===== src/sv/msb_first_bit_packer_core_defines.svh =====
// Assertion macros used by the bit packer core.
// Each macro expects signals named clk and rst_n in the module that uses it.
`ifndef MSB_FIRST_BIT_PACKER_CORE_DEFINES_SVH
`define MSB_FIRST_BIT_PACKER_CORE_DEFINES_SVH

// Consequence must hold in the same cycle as the antecedent.
`define MFBP_ASSERT_NOW(name, ante, cons) \
    name: assert property (@(posedge clk) disable iff (!rst_n) (ante) |-> (cons)) \
        else $error("bit packer check failed");

// Consequence must hold in the cycle after the antecedent.
`define MFBP_ASSERT_NEXT(name, ante, cons) \
    name: assert property (@(posedge clk) disable iff (!rst_n) (ante) |=> (cons)) \
        else $error("bit packer check failed");

`endif


===== src/sv/mfbp_pkg.sv =====
package mfbp_pkg;

    // Operation codes of an input beat.
    localparam logic OP_WRITE = 1'b0;
    localparam logic OP_FLUSH = 1'b1;

    // Longest code that a write may carry.
    localparam logic [6:0] LEN_MAX = 7'd64;

    // One input beat.
    typedef struct packed {
        logic        op;
        logic [63:0] code_bits;
        logic [6:0]  code_length;
    } mfbp_in_t;

    // One result beat.
    typedef struct packed {
        logic [7:0] data_byte;
        logic       byte_present;
        logic       end_of_chunk;
        logic       last;
        logic       error;
    } mfbp_out_t;

    // Outcome of one pass through the byte merge unit.
    typedef struct packed {
        logic [7:0] byte_out;
        logic [7:0] new_partial;
        logic [2:0] new_filled;
        logic [3:0] take;
        logic       byte_done;
    } mfbp_step_t;

endpackage


===== src/sv/mfbp_step.sv =====
module mfbp_step (
    input  logic [7:0]          partial,
    input  logic [2:0]          filled,
    input  logic [6:0]          rem,
    input  logic [7:0]          window,
    output mfbp_pkg::mfbp_step_t step
);
    import mfbp_pkg::*;

    logic [3:0] free_bits;
    logic [3:0] take;
    logic [7:0] keep_mask;
    logic [7:0] merged;
    logic [3:0] fill_sum;

    // Take as many of the top code bits as fit into the open byte.
    assign free_bits = 4'd8 - {1'b0, filled};
    assign take      = (rem < {3'b000, free_bits}) ? rem[3:0] : free_bits;
    assign keep_mask = ~(8'hFF >> take);
    assign merged    = partial | ((window & keep_mask) >> filled);
    assign fill_sum  = {1'b0, filled} + take;

    // A full byte leaves the unit and the open byte starts empty again.
    always_comb
    begin
        step.byte_out    = merged;
        step.byte_done   = fill_sum[3];
        step.new_partial = fill_sum[3] ? 8'h00 : merged;
        step.new_filled  = fill_sum[2:0];
        step.take        = take;
    end

endmodule


===== src/sv/mfbp_out_reg.sv =====
module mfbp_out_reg (
    input  logic                clk,
    input  logic                rst_n,
    input  logic                push,
    input  mfbp_pkg::mfbp_out_t push_data,
    output logic                can_push,
    output logic                result_valid,
    input  logic                result_ready,
    output mfbp_pkg::mfbp_out_t result
);
    import mfbp_pkg::*;

    logic      valid_reg;
    logic      valid_next;
    mfbp_out_t data_reg;

    // The slot is free when empty or when its beat leaves this cycle.
    assign can_push     = !valid_reg || result_ready;
    assign result_valid = valid_reg;
    assign result       = data_reg;

    always_comb
    begin
        valid_next = valid_reg;
        if (push)
        begin
            valid_next = 1'b1;
        end
        else if (result_ready)
        begin
            valid_next = 1'b0;
        end
    end

    // Valid flag under reset.
    always_ff @(posedge clk or negedge rst_n)
    begin
        if (!rst_n)
        begin
            valid_reg <= 1'b0;
        end
        else
        begin
            valid_reg <= valid_next;
        end
    end

    // Payload holds until a new beat is pushed.
    always_ff @(posedge clk)
    begin
        if (push)
        begin
            data_reg <= push_data;
        end
    end

endmodule


===== src/sv/msb_first_bit_packer_core.sv =====
// Packs variable-length codes into bytes, most significant bit first. A write
// beat is taken while idle, after which a byte-wide merge unit moves up to
// eight code bits per cycle into the open byte and hands out one result per
// completed byte. A write takes one merge step per byte it completes, and one
// more when it completes no byte or leaves bits in the open byte. A flush or
// a rejected write takes a single merge step.
// The rate is set by that single merge unit, one byte per cycle, and the
// block takes no new beat until the current one is done. Results sit in a
// one-beat output register; a stalled result holds the merge unit.
// Every CHUNK_BYTES bytes the closing byte is marked end_of_chunk, and a
// flush closes the chunk and clears the open byte and the chunk count.
`include "msb_first_bit_packer_core_defines.svh"

module msb_first_bit_packer_core #(
    parameter int CHUNK_BYTES = 256
) (
    input  logic                clk,
    input  logic                rst_n,
    input  logic                item_valid,
    output logic                item_ready,
    input  mfbp_pkg::mfbp_in_t  item,
    output logic                result_valid,
    input  logic                result_ready,
    output mfbp_pkg::mfbp_out_t result
);
    import mfbp_pkg::*;

    localparam int CNT_W = (CHUNK_BYTES > 1) ? $clog2(CHUNK_BYTES) : 1;
    localparam logic [CNT_W-1:0] CNT_LAST = CNT_W'(CHUNK_BYTES - 1);

    typedef enum logic [1:0] {
        ST_IDLE = 2'b01,
        ST_WORK = 2'b10
    } state_t;

    state_t           state_reg;
    state_t           state_next;
    logic             op_reg;
    logic             op_next;
    logic             err_reg;
    logic             err_next;
    logic [63:0]      code_reg;
    logic [63:0]      code_next;
    logic [6:0]       rem_reg;
    logic [6:0]       rem_next;
    logic [7:0]       partial_reg;
    logic [7:0]       partial_next;
    logic [2:0]       filled_reg;
    logic [2:0]       filled_next;
    logic [CNT_W-1:0] cnt_reg;
    logic [CNT_W-1:0] cnt_next;

    logic             can_push;
    logic             push;
    mfbp_out_t        push_data;
    mfbp_step_t       step;
    logic [6:0]       rem_after;
    logic             flush_step;
    logic             err_step;
    logic             chunk_end;

    // Byte merge unit, fed with the top eight bits of the aligned code.
    mfbp_step u_step (
        .partial (partial_reg),
        .filled  (filled_reg),
        .rem     (rem_reg),
        .window  (code_reg[63:56]),
        .step    (step)
    );

    // One-beat output register.
    mfbp_out_reg u_out (
        .clk          (clk),
        .rst_n        (rst_n),
        .push         (push),
        .push_data    (push_data),
        .can_push     (can_push),
        .result_valid (result_valid),
        .result_ready (result_ready),
        .result       (result)
    );

    assign item_ready = (state_reg == ST_IDLE);
    assign flush_step = (state_reg == ST_WORK) && can_push && (op_reg == OP_FLUSH);
    assign err_step   = (state_reg == ST_WORK) && can_push && (op_reg == OP_WRITE)
                        && err_reg;
    assign rem_after  = rem_reg - {3'b000, step.take};
    assign chunk_end  = (cnt_reg == CNT_LAST);

    // Sequencer: take a beat, then step the merge unit once per cycle while the output slot has room.
    always_comb
    begin
        state_next   = state_reg;
        op_next      = op_reg;
        err_next     = err_reg;
        code_next    = code_reg;
        rem_next     = rem_reg;
        partial_next = partial_reg;
        filled_next  = filled_reg;
        cnt_next     = cnt_reg;
        push         = 1'b0;
        push_data    = '0;
        case (state_reg)
            ST_IDLE:
            begin
                if (item_valid)
                begin
                    // Left-align the code so that its first bit sits at bit 63.
                    op_next    = item.op;
                    err_next   = (item.code_length > LEN_MAX);
                    code_next  = item.code_bits << (LEN_MAX - item.code_length);
                    rem_next   = item.code_length;
                    state_next = ST_WORK;
                end
            end
            ST_WORK:
            begin
                if (can_push)
                begin
                    if (op_reg == OP_FLUSH)
                    begin
                        push                   = 1'b1;
                        push_data.data_byte    = partial_reg;
                        push_data.byte_present = (filled_reg != 3'd0);
                        push_data.end_of_chunk = 1'b1;
                        push_data.last         = 1'b1;
                        partial_next           = 8'h00;
                        filled_next            = 3'd0;
                        cnt_next               = '0;
                        state_next             = ST_IDLE;
                    end
                    else if (err_reg)
                    begin
                        push            = 1'b1;
                        push_data.error = 1'b1;
                        push_data.last  = 1'b1;
                        state_next      = ST_IDLE;
                    end
                    else
                    begin
                        partial_next = step.new_partial;
                        filled_next  = step.new_filled;
                        rem_next     = rem_after;
                        code_next    = code_reg << step.take;
                        if (step.byte_done)
                        begin
                            push                   = 1'b1;
                            push_data.data_byte    = step.byte_out;
                            push_data.byte_present = 1'b1;
                            push_data.end_of_chunk = chunk_end;
                            push_data.last         = (rem_after < 7'd8);
                            cnt_next = chunk_end ? '0 : cnt_reg + CNT_W'(1);
                        end
                        if (!step.byte_done || (rem_after == 7'd0))
                        begin
                            state_next = ST_IDLE;
                        end
                    end
                end
            end
            default:
            begin
                state_next = ST_IDLE;
            end
        endcase
    end

    // Control and packing state.
    always_ff @(posedge clk or negedge rst_n)
    begin
        if (!rst_n)
        begin
            state_reg   <= ST_IDLE;
            partial_reg <= 8'h00;
            filled_reg  <= 3'd0;
            cnt_reg     <= '0;
        end
        else
        begin
            state_reg   <= state_next;
            partial_reg <= partial_next;
            filled_reg  <= filled_next;
            cnt_reg     <= cnt_next;
        end
    end

    // Working copy of the current beat.
    always_ff @(posedge clk)
    begin
        op_reg   <= op_next;
        err_reg  <= err_next;
        code_reg <= code_next;
        rem_reg  <= rem_next;
    end

    // A result is only pushed when the output slot can take it.
    `MFBP_ASSERT_NOW(a_push_has_room, push, can_push)
    // A flush leaves the packer empty and the chunk count at zero.
    `MFBP_ASSERT_NEXT(a_flush_clears, flush_step,
        (filled_reg == 3'd0) && (partial_reg == 8'h00) && (cnt_reg == '0))
    // A rejected write leaves the packing state untouched.
    `MFBP_ASSERT_NEXT(a_error_keeps_state, err_step,
        $stable(filled_reg) && $stable(partial_reg) && $stable(cnt_reg))
    // An error result carries no byte and ends its beat.
    `MFBP_ASSERT_NOW(a_error_result, result_valid && result.error,
        result.last && !result.byte_present && !result.end_of_chunk)

endmodule


===== config.mk =====
export PLATFORM = sky130hd
export DESIGN_NAME = msb_first_bit_packer_core
export DESIGN_NICKNAME = d
export VERILOG_FILES = /design/src/sv/mfbp_pkg.sv /design/src/sv/mfbp_step.sv /design/src/sv/mfbp_out_reg.sv /design/src/sv/msb_first_bit_packer_core.sv
export VERILOG_INCLUDE_DIRS = /design/src /design/src/sv
export SDC_FILE = /design/constraint.sdc
export NUM_CORES = 1
export LEC_CHECK = 0
export BUFFER_PORTS_ARGS = -buffer_cell sky130_fd_sc_hd__buf_2
export CAP_MARGIN = 20
export CORE_MARGIN = 1.5
export CORE_UTILIZATION = 40
export CTS_CLUSTER_DIAMETER = 30
export CTS_CLUSTER_SIZE = 30
export DETAILED_ROUTE_END_ITERATION = 16
export HOLD_SLACK_MARGIN = 0.15
export SYNTH_ARGS = -nofsm -noshare
export SYNTH_HDL_FRONTEND = slang
export SYNTH_SLANG_ARGS = --single-unit

===== constraint.sdc =====
create_clock -name clk -period 7.2 [get_ports clk]
set_input_delay 1.44 -clock clk [delete_from_list [all_inputs] [get_ports clk]]
set_output_delay 1.44 -clock clk [all_outputs]
set_load 0.02 [all_outputs]

* Word-level counts from Yosys, hierarchy flattened *
Index checks and enable logic that the tools add are counted.
Widths: inputs -> output; s select.

storage, ports and cells
  bits in registers = 107
  bits in latches = 0
  memory bits (writable) = 0
  memory bits (read-only) = 0
  memories = 0

operators by class
  add/sub/neg operators = 5
  $mul = 0
  div/mod/pow operators = 0
  magnitude comparators = 3
  eq/ne operators = 9
  shift-type cells = 4
  mux-type cells = 38
  bitwise logic cells = 5
  reductions and logical operators = 16

operators by type and width
  operator             number
  $mux 64              4
  $pmux 64 s2          1
  $shl 64x4->64        1
  $shl 64x7->64        1
  $mux 8               7
  $mux 7               4
  $mux 11              2
  $pmux 7 s2           1
  $mux 10              1
  $mux 2               5
  $ne 2x2->1 const B   5
  $mux 1               9
  $add 8x1->8 const B  1
  $and 8x8->8          1
  $eq 8x8->1 const B   1
  $not 8->8            1
  $or 8x8->8           1
  $shr 8x3->8          1
  $shr 8x4->8 const A  1
  $gt 7x7->1 const B   1
  $logic_not 7->1      1
  $lt 7x4->1           1
  $lt 7x4->1 const B   1
  $sub 7x4->7          1
  other kinds (19)     27

* Depth between registers and ports, before layout *
Gate-level depths: netlist of the first run.

  depth after elaboration = 11
  gate-level depth with buffers = 21
  depth with buffers taken out = 17

* By module *
Synthesis of the first run repeated with hierarchy kept, for this count alone.

second synthesis, totals
  cells, all modules = 1357
  area total of the unflattened synthesis = 12619.6 um2

by module, submodules not included
  module                     instances  cells each  area an instance (um2)  seq. area each (um2)
  msb_first_bit_packer_core  1          1208        11298.3                 2718.9
  mfbp_step                  1          134         913.4                   0.0
  mfbp_out_reg               1          15          407.9                   385.4

* Worst setup path after synthesis of the first run *
OpenSTA, ideal clock, no wires.

  path kind = input to register
  from = in result_ready
  to = reg code_reg[62], enable pin
  data arrival time = 5.722 ns
  setup slack = 1.147 ns
  stages = 5
  buffers on the path = 1
  cell sequence = nand2b_1 > nand2_1 > clkbuf_1 > a22oi_1 > a21boi_0

between the ends
  cells in the longest elaborated chain, start to end = 3

RTL lines
  what                               line                              text
  start: declaration                 msb_first_bit_packer_core.sv:23   input logic result_ready,
  $logic_or 1x1->1                   mfbp_out_reg.sv:18                assign can_push = !valid_reg || result_ready;
  $ne 2x2->1 (no source line)        --
  $reduce_and 5->1 (no source line)  --
  end signal: assignment             msb_first_bit_packer_core.sv:192  code_reg <= code_next;
  end: declaration                   msb_first_bit_packer_core.sv:42   logic [63:0] code_reg;

Every way passes these cells.
A chain may end at the register's enable or synchronous reset.

* Worst setup path in the final report of the first run *
  from = reg filled_reg[0]
  to = reg u_out.data_reg, in the netlist u_out.result[7], enable pin

between the ends
  cells in the longest elaborated chain, start to end = 9

RTL lines
  what                      line                              text
  start: declaration        msb_first_bit_packer_core.sv:48   logic [2:0] filled_reg;
  start signal: assignment  msb_first_bit_packer_core.sv:182  filled_reg <= filled_next;
  $sub 4x3->4               mfbp_step.sv:17                   assign free_bits = 4'd8 - {1'b0, filled};
  $lt 7x4->1                mfbp_step.sv:18                   assign take = (rem < {3'b000, free_bits}) ? rem[3:0] : free_bits;
  $mux 4                    mfbp_step.sv:18
  $add 3x4->4 *             mfbp_step.sv:21                   assign fill_sum = {1'b0, filled} + take;
  $mux 1 *                  msb_first_bit_packer_core.sv:145  if (step.byte_done)
  $mux 1 *                  msb_first_bit_packer_core.sv:132  else if (err_reg)
  $mux 1 *                  msb_first_bit_packer_core.sv:120  if (op_reg == OP_FLUSH)
  $mux 1 *                  msb_first_bit_packer_core.sv:118  if (can_push)
  $mux 1 *                  msb_first_bit_packer_core.sv:103  case (state_reg)
  net push                  msb_first_bit_packer_core.sv:54   logic push;
  end signal: assignment    mfbp_out_reg.sv:53                data_reg <= push_data;
  end: declaration          mfbp_out_reg.sv:15                mfbp_out_t data_reg;

Mark *: on every way through the listed nets, which the timed path passes. The rest lies on a longest branch.

==> results.json, run 1 <==
{
  "outcome": "finished clean",
  "routed_via_density": 6.41,
  "area_delta_synth_final_pct": 9.17,
  "die_x_um": 175,
  "synth-edff-count": 85,
  "clk_pin_slew_ns": 0.09,
  "rr_endpoint": "u_out.result[7]",
  "peakVddDrop_mv": 0.250,
  "hold_path.class": "register to register",
  "syn_inst": 1322,
  "p_per_area_nw_per_um2": 419,
  "reg2reg_slack_ns": 1.86,
  "slew-limit-headroom_pct": 32.9,
  "synthesis.nets": 1411,
  "vias": 11131,
  "clk_latency_ns": 0.38,
  "final_common_cell": "nand2_1",
  "antenna_found_initial": 0,
  "yosys-top-cells-area": "edfxtp_1 22%, mux2i_1 14%, mux4_2 11%, nand2_1 6.4%, mux2_2 5.7%",
  "cts_inserted_buffers": 9,
  "mostFrequentLayoutCells": "201 x nand2_1, 162 x mux2i_1, 113 x nor2_1",
  "start_util_pct": 41.0,
  "drt-total-wl_um": 39900,
  "maxSlewViolCount": 0,
  "routabilityCongestion": 0.943,
  "worstPathBufferInverterCount": 5,
  "hold_depth": 2,
  "worst-r2r-cell-count": 16,
  "clockBufferDepth": 2,
  "place_hpwl_um": 31000,
  "min_from": "partial_reg[7]",
  "setup_tns_ns": 0,
  "worst_hold_slack_ns": 0.493,
  "synth_seq_area_share_pct": 26.2,
  "grt_max_degree": 71,
  "design.core.area_um2": 28900,
  "drt_iter0_drc": 1361,
  "worstMarginPinSlew_ns": 0.994,
  "ys_types": 86,
  "startpoint_type": "register",
  "postCtsHoldBufs": 0,
  "numPortBuffers": 89,
  "drc": 0,
  "wl_per_cell_um": 23.0,
  "place_area_um2": 12600,
  "syn-cell-area_um2": 11900,
  "maxCapViolCount": 0,
  "critPathMaxStageDelay_ns": 0.50,
  "row_count": 62,
  "reg2reg_from": "filled_reg[0]",
  "cellLeakagePower_nw": 4.93,
  "synth-async-reset-ratio_pct": 20.6,
  "grt_pass1_vias": 10404,
  "holdPathEnd": "partial_reg[7]",
  "stdcell_area_um2": 12900,
  "hold_viol_final": 0,
  "crit_family": "buffers and inverters",
  "synth_top_area_cell": "edfxtp_1",
  "path_cells": "buf_4 -> clkinv_1 -> ha_1 -> ha_1 -> nand3b_1 -> a31oi_4 -> a21oi_4 -> mux2i_4 -> buf_4 -> inv_2 -> ha_1 -> a21o_1 -> a21oi_1 -> xnor2_1 -> o21ai_0 -> inv_1",
  "dr.pass1.iters": 5,
  "synth-seq-cells": 107,
  "arrival_ns": 5.37,
  "largest_reg_flops": 64,
  "tritoncts": "yes",
  "grt_pass1_wl_um": 61400,
  "critPathMaxFanout": 27,
  "yosys_warnings": 0,
  "postSynthAreaPerCell_um2": 8.96,
  "diodes": 0,
  "post_cts_buffers": 0,
  "rsz0062_at_grt": "no",
  "ctsRootBufferMaster": "clkbuf_16",
  "crit_start": "filled_reg[0]",
  "critPathSlowestCell": "ha_1",
  "finClkSkew_ns": 0.0113,
  "cts_sinks": 107,
  "drive_gt1_share_pct": 21.1,
  "die_h_um": 175,
  "timing.fmax_ghz": 0.187,
  "critPathKind": "register to register",
  "min_period_over_period_pct": 74.2,
  "ios": 90,
  "ctsResizeCount": 0,
  "setup_viol": 0,
  "min_period_ns": 5.34,
  "cts.htree.levels": 3,
  "postRouteAntennaNets": 0,
  "worstSetupEndpointType": "register",
  "die_area_um2": 30700,
  "netlist.area_leader.share_pct": 21.5,
  "grtUsageTotal_pct": 25.8,
  "grt_overflow": 0,
  "critPathMostFrequentCell": "ha_1",
  "synth-main-ff-cell": "edfxtp_1",
  "required_ns": 7.23,
  "nNetsFinal": 1436
}
[Yosys cell counts, types with 19 or more instances]
library cell and count:
nand2_1 201, mux2_2 60, o21ai_0 80, a21oi_1 78, nor2_1 115, mux2i_1 162
clkbuf_1 51, buf_2 27, mux4_2 56, o22ai_1 24, dfrtp_1 21, edfxtp_1 85
a221o_1 20, nor3_1 19, nand3_1 32, o211ai_1 19
[where the power goes]
group,internal [mW],switching (mW)
clock network,0.252,0.285
registers,0.904,0.159
logic,1.45,2.38
total,2.61,2.82
[worst register-to-register path, delay by kind of cell, from the launching register on]
kind                       cells  cell delay [ns]
buffers and inverters          5             1.39
AOI/OAI and AO/OA              5             1.37
adders and majority gates      3             1.04
DFF                            1             0.34
xor gates and xnor gates       1             0.33
muxes                          1             0.31
and+or+nand+nor                1             0.23
[how the worst max path moves through the flow]
stage                       to  slack, ns  cells after the start
2_1_floorplan     code_reg[62]       1.15                      5
3_3_place_gp      code_reg[63]       2.00                     11
3_5_place_dp      code_reg[63]       1.93                     11
4_1_cts        u_out.result[1]       1.94                     16
5_1_grt        u_out.result[0]       1.45                     16
6_report       u_out.result[7]       1.86                     16
[cells by family (layout without fill, tap and decap cells)]
| logic type | count (synthesis) | count (layout) | synth area share (%) |
|---|---|---|---|
| and+or+nand+nor | 431 | 431 | 15.9 |
| AOI/OAI and AO/OA | 344 | 344 | 19.4 |
| muxes | 285 | 285 | 30.9 |
| buffers and inverters | 124 | 154 | 4.78 |
| DFF | 107 | 107 | 26.2 |
| xor gates and xnor gates | 18 | 18 | 1.33 |
| adders and majority gates | 13 | 13 | 1.44 |
[routing by layer]
metal | share of wire [%] | track usage, %
met5 | 0 | 0
met4 | 3.3 | 8.51
met3 | 8.7 | 5.11
met2 | 43 | 38.2
met1 | 45 | 37.3
[layout make-up]
cell class,count,area [µm²]
clock buffer,9,225
clock inverter,7,91.3
fill,2837,16000
inverter,22,82.6
multi-input combinational,1091,8270
sequential,107,3100
tap,384,480
timing repair buffer,116,683
[stage by stage]
step	utilization (%)	cells	setup WS (ns)	power [mW]
floorplan	-	1322	1.15	3.89
global placement	43.5	1718	2.00	4.79
detailed placement	43.5	1718	1.93	4.79
CTS	44.6	1734	1.94	5.34
global route	44.7	1736	1.45	5.75
finish	44.7	1736	1.86	5.43
(Power assumes the default switching activity.)
==> run 2, diff against run 1 <==
==> constraint.sdc (replaced) <==
create_clock -name clk -period 5.45 [get_ports clk]
set_input_delay 1.09 -clock clk [delete_from_list [all_inputs] [get_ports clk]]
set_output_delay 1.09 -clock clk [all_outputs]
set_load 0.02 [all_outputs]
==> results.json, run 2 (synthesis gave the netlist of run 1 again) <==
{
  "grt_pass1_vias": 10410,
  "min_period_ns": 4.53,
  "die_area_um2": 30700,
  "hold_viol_final": 0,
  "wl_per_cell_um": 22.7,
  "worst_hold_slack_ns": 0.501,
  "design.core.area_um2": 28900,
  "grt_overflow": 0,
  "area_delta_synth_final_pct": 9.58,
  "peakVddDrop_mv": 0.309,
  "nFillCells": 2840,
  "final-seq-area_um2": 3100,
  "drc": 0,
  "nNetsFinal": 1442,
  "post_cts_buffers": 0,
  "timing.fmax_ghz": 0.221,
  "largest_reg_flops": 64,
  "hold_depth": 2,
  "stdcell_area_um2": 13000,
  "maxCapViolCount": 0,
  "reg2reg_from": "filled_reg[1]",
  "power.internal_mw": 3.47,
  "min_period_over_period_pct": 83.1,
  "worstSetupEndpointType": "register",
  "ctsResizeCount": 0,
  "drt_iter0_drc": 1316,
  "rsz0062_at_grt": "no",
  "switching_share_pct": 51.8,
  "final_common_cell": "nand2_1",
  "start_util_pct": 41.0,
  "diodes": 0,
  "maxSlewViolCount": 0,
  "antenna_found_initial": 0,
  "ctsRootBufferMaster": "clkbuf_16",
  "required_ns": 5.53,
  "finClkSkew_ns": 0.0172,
  "drive_gt1_share_pct": 21.4,
  "rr_endpoint": "code_reg[63]",
  "grt_pass1_wl_um": 61000,
  "dr.pass1.iters": 6,
  "cts.htree.levels": 3,
  "clk_pin_slew_ns": 0.09,
  "combinationalPowerShare_pct": 70.9,
  "arrival_ns": 4.61,
  "holdPathEnd": "partial_reg[3]",
  "mostFrequentLayoutCells": "201 x nand2_1, 162 x mux2i_1, 113 x nor2_1",
  "numPortBuffers": 89,
  "cts_inserted_buffers": 9,
  "startpoint_type": "register",
  "grt_max_degree": 73,
  "routed_via_density": 6.38,
  "seq_power_share_pct": 19.4,
  "switching_power_mw": 3.72,
  "postRouteAntennaNets": 0,
  "clk_latency_ns": 0.37,
  "min_from": "partial_reg[3]",
  "die_h_um": 175,
  "place_inst": 1726,
  "cts_sinks": 107,
  "die_x_um": 175,
  "cellLeakagePower_nw": 4.96,
  "place_hpwl_um": 30700,
  "outcome": "finished clean",
  "clockBufferDepth": 2,
  "critPathMaxFanout": 36,
  "vias": 11116,
  "pwr-share-clk_pct": 9.7,
  "worst-r2r-cell-count": 12,
  "setup_tns_ns": 0,
  "critPathKind": "register to register",
  "p_per_area_nw_per_um2": 554,
  "setup_viol": 0,
  "ios": 90,
  "routabilityCongestion": 0.974,
  "drt-total-wl_um": 39600,
  "place_area_um2": 12700,
  "tritoncts": "yes",
  "worstMarginPinSlew_ns": 1.00,
  "reg2reg_slack_ns": 0.92,
  "row_count": 62,
  "slew-limit-headroom_pct": 33.1,
  "postCtsHoldBufs": 0,
  "final_cells": 1742,
  "hold_path.class": "register to register",
  "multiInputGateArea_um2": 8270,
  "grtUsageTotal_pct": 25.5
}
## run 2: cell count changes in the layout (fill, tap and decap cells not counted)
cell | before | now
buf_12 | 2 | 3
buf_4 | 25 | 31
buf_8 | 1 | 0
clkinv_8 | 3 | 2
inv_6 | 2 | 1
inv_8 | 0 | 2
## run 2: worst max path at each step
| stage | startpoint | end | depth (start not counted) |
|---|---|---|---|
| after global routing | filled_reg[1] | code_reg[49] | 12 |
| after floorplan | filled_reg[2] | state_reg[1] | 21 |
| after CTS | filled_reg[0] | code_reg[63] | 12 |
| after global placement | item[0] | code_reg[57] | 11 |
| after detailed placement | item[0] | code_reg[57] | 11 |
| final | filled_reg[1] | code_reg[63] | 12 |
## run 2: critical path, cell delays in order (launching register included)
cell and delay, ns:
dfrtp_1 0.48, inv_1 0.20, ha_1 0.25, ha_1 0.48, nor2b_1 0.30, o31ai_2 0.19
a21boi_4 0.21, buf_4 0.49, clkinv_1 0.52, mux2_2 0.38, o22ai_1 0.12, a211oi_1 0.38
o21ai_0 0.22
## run 2: per-layer routing
layer  GRT usage (%)  vias to the layer above  share of wire [%]
li1                -                     5111                  -
met1            37.5                     5362                 44
met2            37.7                      564                 43
met3            3.85                       79                8.9
met4            9.62                        0                3.6
met5               0                        -                  0
## run 2: area by class of cell
type | count | share of cell area, %
Tap cell | 384 | 3.70
Inverter | 22 | 0.636
Clock buffer | 9 | 1.73
Sequential cell | 107 | 23.9
Clock inverter | 7 | 0.684
Timing Repair Buffer | 122 | 5.65
Multi-Input combinational cell | 1091 | 63.7
## run 2: through the flow
step | utilization [%] | total power, mW | worst slack (ns)
floorplan | - | 5.13 | 0.600
CTS | 44.9 | 7.09 | 1.02
global route | 44.9 | 7.63 | 0.646
global placement | 43.8 | 6.36 | 0.828
detailed placement | 43.8 | 6.37 | 0.770
finish | 44.9 | 7.19 | 0.921
## run 2: power by group through the flow
stage          clock network, mW  registers, mW  logic (mW)
2_1_floorplan                  0           1.33        3.80
3_3_place_gp                   0           1.40        4.96
3_5_place_dp                   0           1.41        4.97
4_1_cts                    0.710           1.39        4.99
5_1_grt                    0.737           1.42        5.47
6_report                   0.701           1.39        5.10
